**config.mk**
```make
export PLATFORM = sky130hd
export DESIGN_NAME = fircirc_cell
export DESIGN_NICKNAME = d
export VERILOG_FILES = /design/src/design/fircirc_pkg.sv /design/src/design/fircirc_cell.sv
export SDC_FILE = /design/constraint.sdc
export NUM_CORES = 1
export LEC_CHECK = 0
export BUFFER_PORTS_ARGS = -buffer_cell sky130_fd_sc_hd__buf_2
export CORE_MARGIN = 2
export CORE_UTILIZATION = 60
export DETAILED_ROUTE_END_ITERATION = 12
export PLACE_DENSITY = 0.8
export RECOVER_POWER = 50
export SETUP_SLACK_MARGIN = 0.05
export SYNTH_ARGS = -nofsm -noshare
export SYNTH_HDL_FRONTEND = slang
export SYNTH_SLANG_ARGS = --single-unit
```
**constraint.sdc**
```tcl
create_clock -name i_clk -period 17.1 [get_ports i_clk]
set_clock_uncertainty 0.1 [all_clocks]
set_input_delay 0.855 -clock i_clk [delete_from_list [all_inputs] [get_ports i_clk]]
set_output_delay 0.855 -clock i_clk [all_outputs]
set_load 0.01 [all_outputs]
```
**src/design/fircirc_pkg.sv**
```systemverilog
// Shared types and constants for the circular-line FIR filter.
package fircirc_pkg;

    localparam int SAMPLE_W  = 16;
    localparam int COEF_W    = 16;
    localparam int PROD_W    = SAMPLE_W + COEF_W;
    localparam int MAX_TAPS  = 8;
    localparam int SUM_W     = PROD_W + $clog2(MAX_TAPS);
    localparam int FRAC_W    = 15;
    localparam int QUOT_W    = SUM_W + 1 - FRAC_W;
    localparam int CFG_IDX_W = 3;

    typedef logic signed [SAMPLE_W-1:0] t_sample;
    typedef logic signed [COEF_W-1:0]   t_coef;
    typedef logic signed [PROD_W-1:0]   t_prod;
    typedef logic signed [SUM_W-1:0]    t_sum;

    // Partial sum that travels down the cell chain with its token
    typedef struct packed {
        logic tok;
        t_sum sum;
    } t_part;

    // Half of one output LSB, added before the shift for round-to-nearest
    localparam logic signed [SUM_W:0] ROUND_HALF = (SUM_W + 1)'(1) <<< (FRAC_W - 1);

endpackage

```
**src/design/fircirc_cell.sv**
```systemverilog
// One tap cell: a stored sample, its registered product and one step of the sum chain.
module fircirc_cell (
    input  logic                   i_clk,
    input  logic                   i_rst_n,
    input  logic                   i_shift,
    input  fircirc_pkg::t_sample   i_sample,
    input  fircirc_pkg::t_coef     i_coef,
    input  fircirc_pkg::t_part     i_part,
    output fircirc_pkg::t_sample   o_sample,
    output fircirc_pkg::t_part     o_part
);

    fircirc_pkg::t_sample r_smp;
    fircirc_pkg::t_prod   r_prod;
    logic                 r_tok;
    fircirc_pkg::t_sum    r_sum;
    fircirc_pkg::t_sum    n_sum;

    // Advance the delay line on each input transfer
    always_ff @(posedge i_clk) begin
        if (!i_rst_n) begin
            r_smp <= '0;
        end else if (i_shift) begin
            r_smp <= i_sample;
        end
    end

    // Weight the stored sample every cycle
    always_ff @(posedge i_clk) begin
        r_prod <= i_coef * r_smp;
    end

    // Add this tap's product to the passing partial sum
    assign n_sum = i_part.sum + fircirc_pkg::SUM_W'(r_prod);

    always_ff @(posedge i_clk) begin
        if (!i_rst_n) begin
            r_tok <= 1'b0;
        end else begin
            r_tok <= i_part.tok;
        end
    end

    always_ff @(posedge i_clk) begin
        if (i_part.tok) begin
            r_sum <= n_sum;
        end
    end

    assign o_sample = r_smp;
    assign o_part   = {r_tok, r_sum};

endmodule

```
==> results.json <==
{
  "grt_antenna_before_repair": 0,
  "gp_congestion": 0.918,
  "cts_hold_buf": 0,
  "netlist_instances": 1454,
  "yosys.cell_types.count": 56,
  "drt_pre_antenna_iters": 5,
  "outcome": "complete, but fails checks",
  "violations": "max-capacitance violations, max-slew violations",
  "slew_viol_final": 37,
  "yosysTopAreaCell": "fa_1",
  "worstPathRequired_ps": 17230,
  "vias_per_cell": 5.43,
  "clock_sink_count": 84,
  "grtUsageTotal": 0.268,
  "maxCapViolCount": 1,
  "portBuffers": 122,
  "final_nets": 1998,
  "hold_slack_ps": 455,
  "die_area_mm2": 0.0243,
  "synth.yosys.seq_area_share": 0.147,
  "end_kind": "register",
  "synth_top_area_share": 0.380,
  "core_mm2": 0.0226,
  "cts_setup_buffers": 0,
  "synth_edf_count": 35,
  "rsz0062_at_grt": "no",
  "setup_tns_ps": 0,
  "power_density_mw_per_mm2": 128,
  "tightest_slew_ps": 2090,
  "drt_iter0_markers": 501,
  "syn_nets": 1904,
  "drive_gt1_frac": 0.0741,
  "avgRoutedWirePerCell_um": 16.7,
  "drc": 0,
  "clk_pin_slew_ps": 80,
  "cts_root_buf": "clkbuf_16",
  "ys_ff_latch": 84,
  "grt_pass1_vias": 10700,
  "cts_buffer_depth": 2,
  "synth_ff_type": "dfxtp_1",
  "io_pins": 123,
  "post_layout_nonfiller_instances": 1838,
  "p_leak_uw": 0.00750,
  "ys_warn_count": 0,
  "cp-start-kind": "register",
  "syn2layout_area_growth_pct": 7.78,
  "via_count": 9974,
  "start_util": 0.612,
  "dpl.cell_count": 1822,
  "critPathMaxFanout": 18,
  "grt_pass1_wl_mm": 51.3,
  "relSlewSlack": -0.395,
  "post_synth_instance_area_mm2": 0.0139,
  "dpl.hpwl_mm": 25.0,
  "die_h_um": 156,
  "antennaDiodeCount": 0,
  "die_x_um": 156,
  "cts_tree": "done",
  "place_ws_ps": 10020,
  "setup_viol_count_final": 0,
  "fin_crit_ps": 6820,
  "crit_arrival_ps": 6950,
  "clkLatencyLatePin_ps": 360,
  "syn_avg_cell_area_um2": 9.53,
  "wirelength_mm": 30.7,
  "hold_viol": 0,
  "cts-resized-gates": 0,
  "overflow": 0,
  "fin_crit_sh": 0.399,
  "ys_top_cells_by_area": "fa_1 38%, ha_1 10%, inv_1 8.6%",
  "finalWorstSetupSlack_ps": 10280,
  "h-tree-depth": 3,
  "ir_worst_vdd_v": 0.0000797,
  "min_path_type": "reg2reg",
  "numCtsBuffers": 9,
  "grt_max_degree": 37,
  "max_freq_ghz": 0.147,
  "ant_nets": 0,
  "rows": 55,
  "async_reset_ff_frac": 0,
  "worst-setup-path-type": "reg2reg"
}
## cell usage in the layout (no fill, tap or decap), types with 19 or more instances in the layout
cell type / count
inv_1: 318
fa_1: 263
nand2_1: 143
and2_1: 123
ha_1: 116
buf_2: 92
xnor2_1: 49
dfxtp_1: 49
a21oi_1: 48
nor2_1: 48
edfxtp_1: 35
clkbuf_1: 30
o21ai_0: 26
nor2b_1: 24
a21o_1: 19
## metrics by stage
step	cell area, um2	utilization	power [uW]
finish	14900	0.660	1920
global route	14900	0.660	2130
floorplan	13900	-	1400
CTS	15000	0.661	1930
global placement	14700	0.648	1670
detailed placement	14700	0.648	1720
## layer usage
metal / vias to the layer above / track usage / wire (um)
met5: - / 0 / 0
met4: 0 / 0.0738 / 670
met3: 52 / 0.0519 / 2010
met2: 349 / 0.456 / 14600
met1: 4906 / 0.353 / 13500
li1: 4667 / - / -
## cell type report
| type | instances | area [um2] |
|---|---|---|
| multi-input cells | 1013 | 10500 |
| clock buffers | 9 | 225 |
| flip-flops and latches | 84 | 2030 |
| fillers | 1811 | 7710 |
| repair buffers | 122 | 573 |
| clock inverters | 7 | 75.1 |
| well taps | 285 | 357 |
| inverters | 318 | 1190 |
## final timing paths
kind	start	to	slack (ps)	cells after the start
max	o_sample[8]	r_prod[31]	10280	20
min	r_prod[0]	r_sum[0]	450	1
max reg2reg	o_sample[8]	r_prod[31]	10280	20
min reg2reg	r_prod[0]	r_sum[0]	450	1
## power breakdown
part           switching (uW)  internal (uW)
registers                33.8            324
logic                     763            595
clock network            89.4            114
total                     886           1030
## kinds of logic after synthesis
group	Yosys count	synth area share
muxes	16	0.0116
DFF	84	0.147
and+or+nand+nor	391	0.141
adders and majority gates	379	0.485
buffers and inverters	357	0.0971
AOI/OAI and AO/OA	165	0.0800
xor gates and xnor gates	62	0.0392
## cell usage after synthesis, types with 2 or more instances
cell,n
or3_1,4
nand2_1,143
inv_1,318
a311oi_1,2
nand4_1,2
a21oi_1,48
mux2i_1,16
nand3_1,14
o21a_1,16
a221o_1,3
a31oi_1,4
a31o_2,2
o21bai_1,6
nor2_1,48
o2111ai_1,4
nand2b_1,15
nor2b_1,24
dfxtp_1,49
nor3_1,4
and3_1,9
o31ai_1,4
a21o_1,19
fa_1,263
clkbuf_1,37
edfxtp_1,35
xnor2_1,49
ha_1,116
a221oi_1,3
o21ai_0,26
and2_1,125
o211ai_1,2
a211o_1,3
a211oi_1,6
xor2_1,13
## worst max-delay path: stages, from the launching register on
cell     delay (ps)
dfxtp_1         840
nand2_1         170
fa_1            540
inv_1            50
fa_1            500
inv_1            60
fa_1            540
inv_1            60
fa_1            440
fa_1            500
inv_1            50
fa_1            480
inv_1            40
ha_1            310
and3_1          180
a221o_1         350
o41a_1          500
a221o_1         390
a41o_1          270
o22a_1          190
xnor2_1         120
## state kept, by name (all words and copies together), names as in the netlist
| signal | flops |
|---|---|
| r_tok | 1 |
| o_sample | 16 |
| r_sum | 35 |
| r_prod | 32 |
No activity file was read; power rests on OpenSTA's default activity.
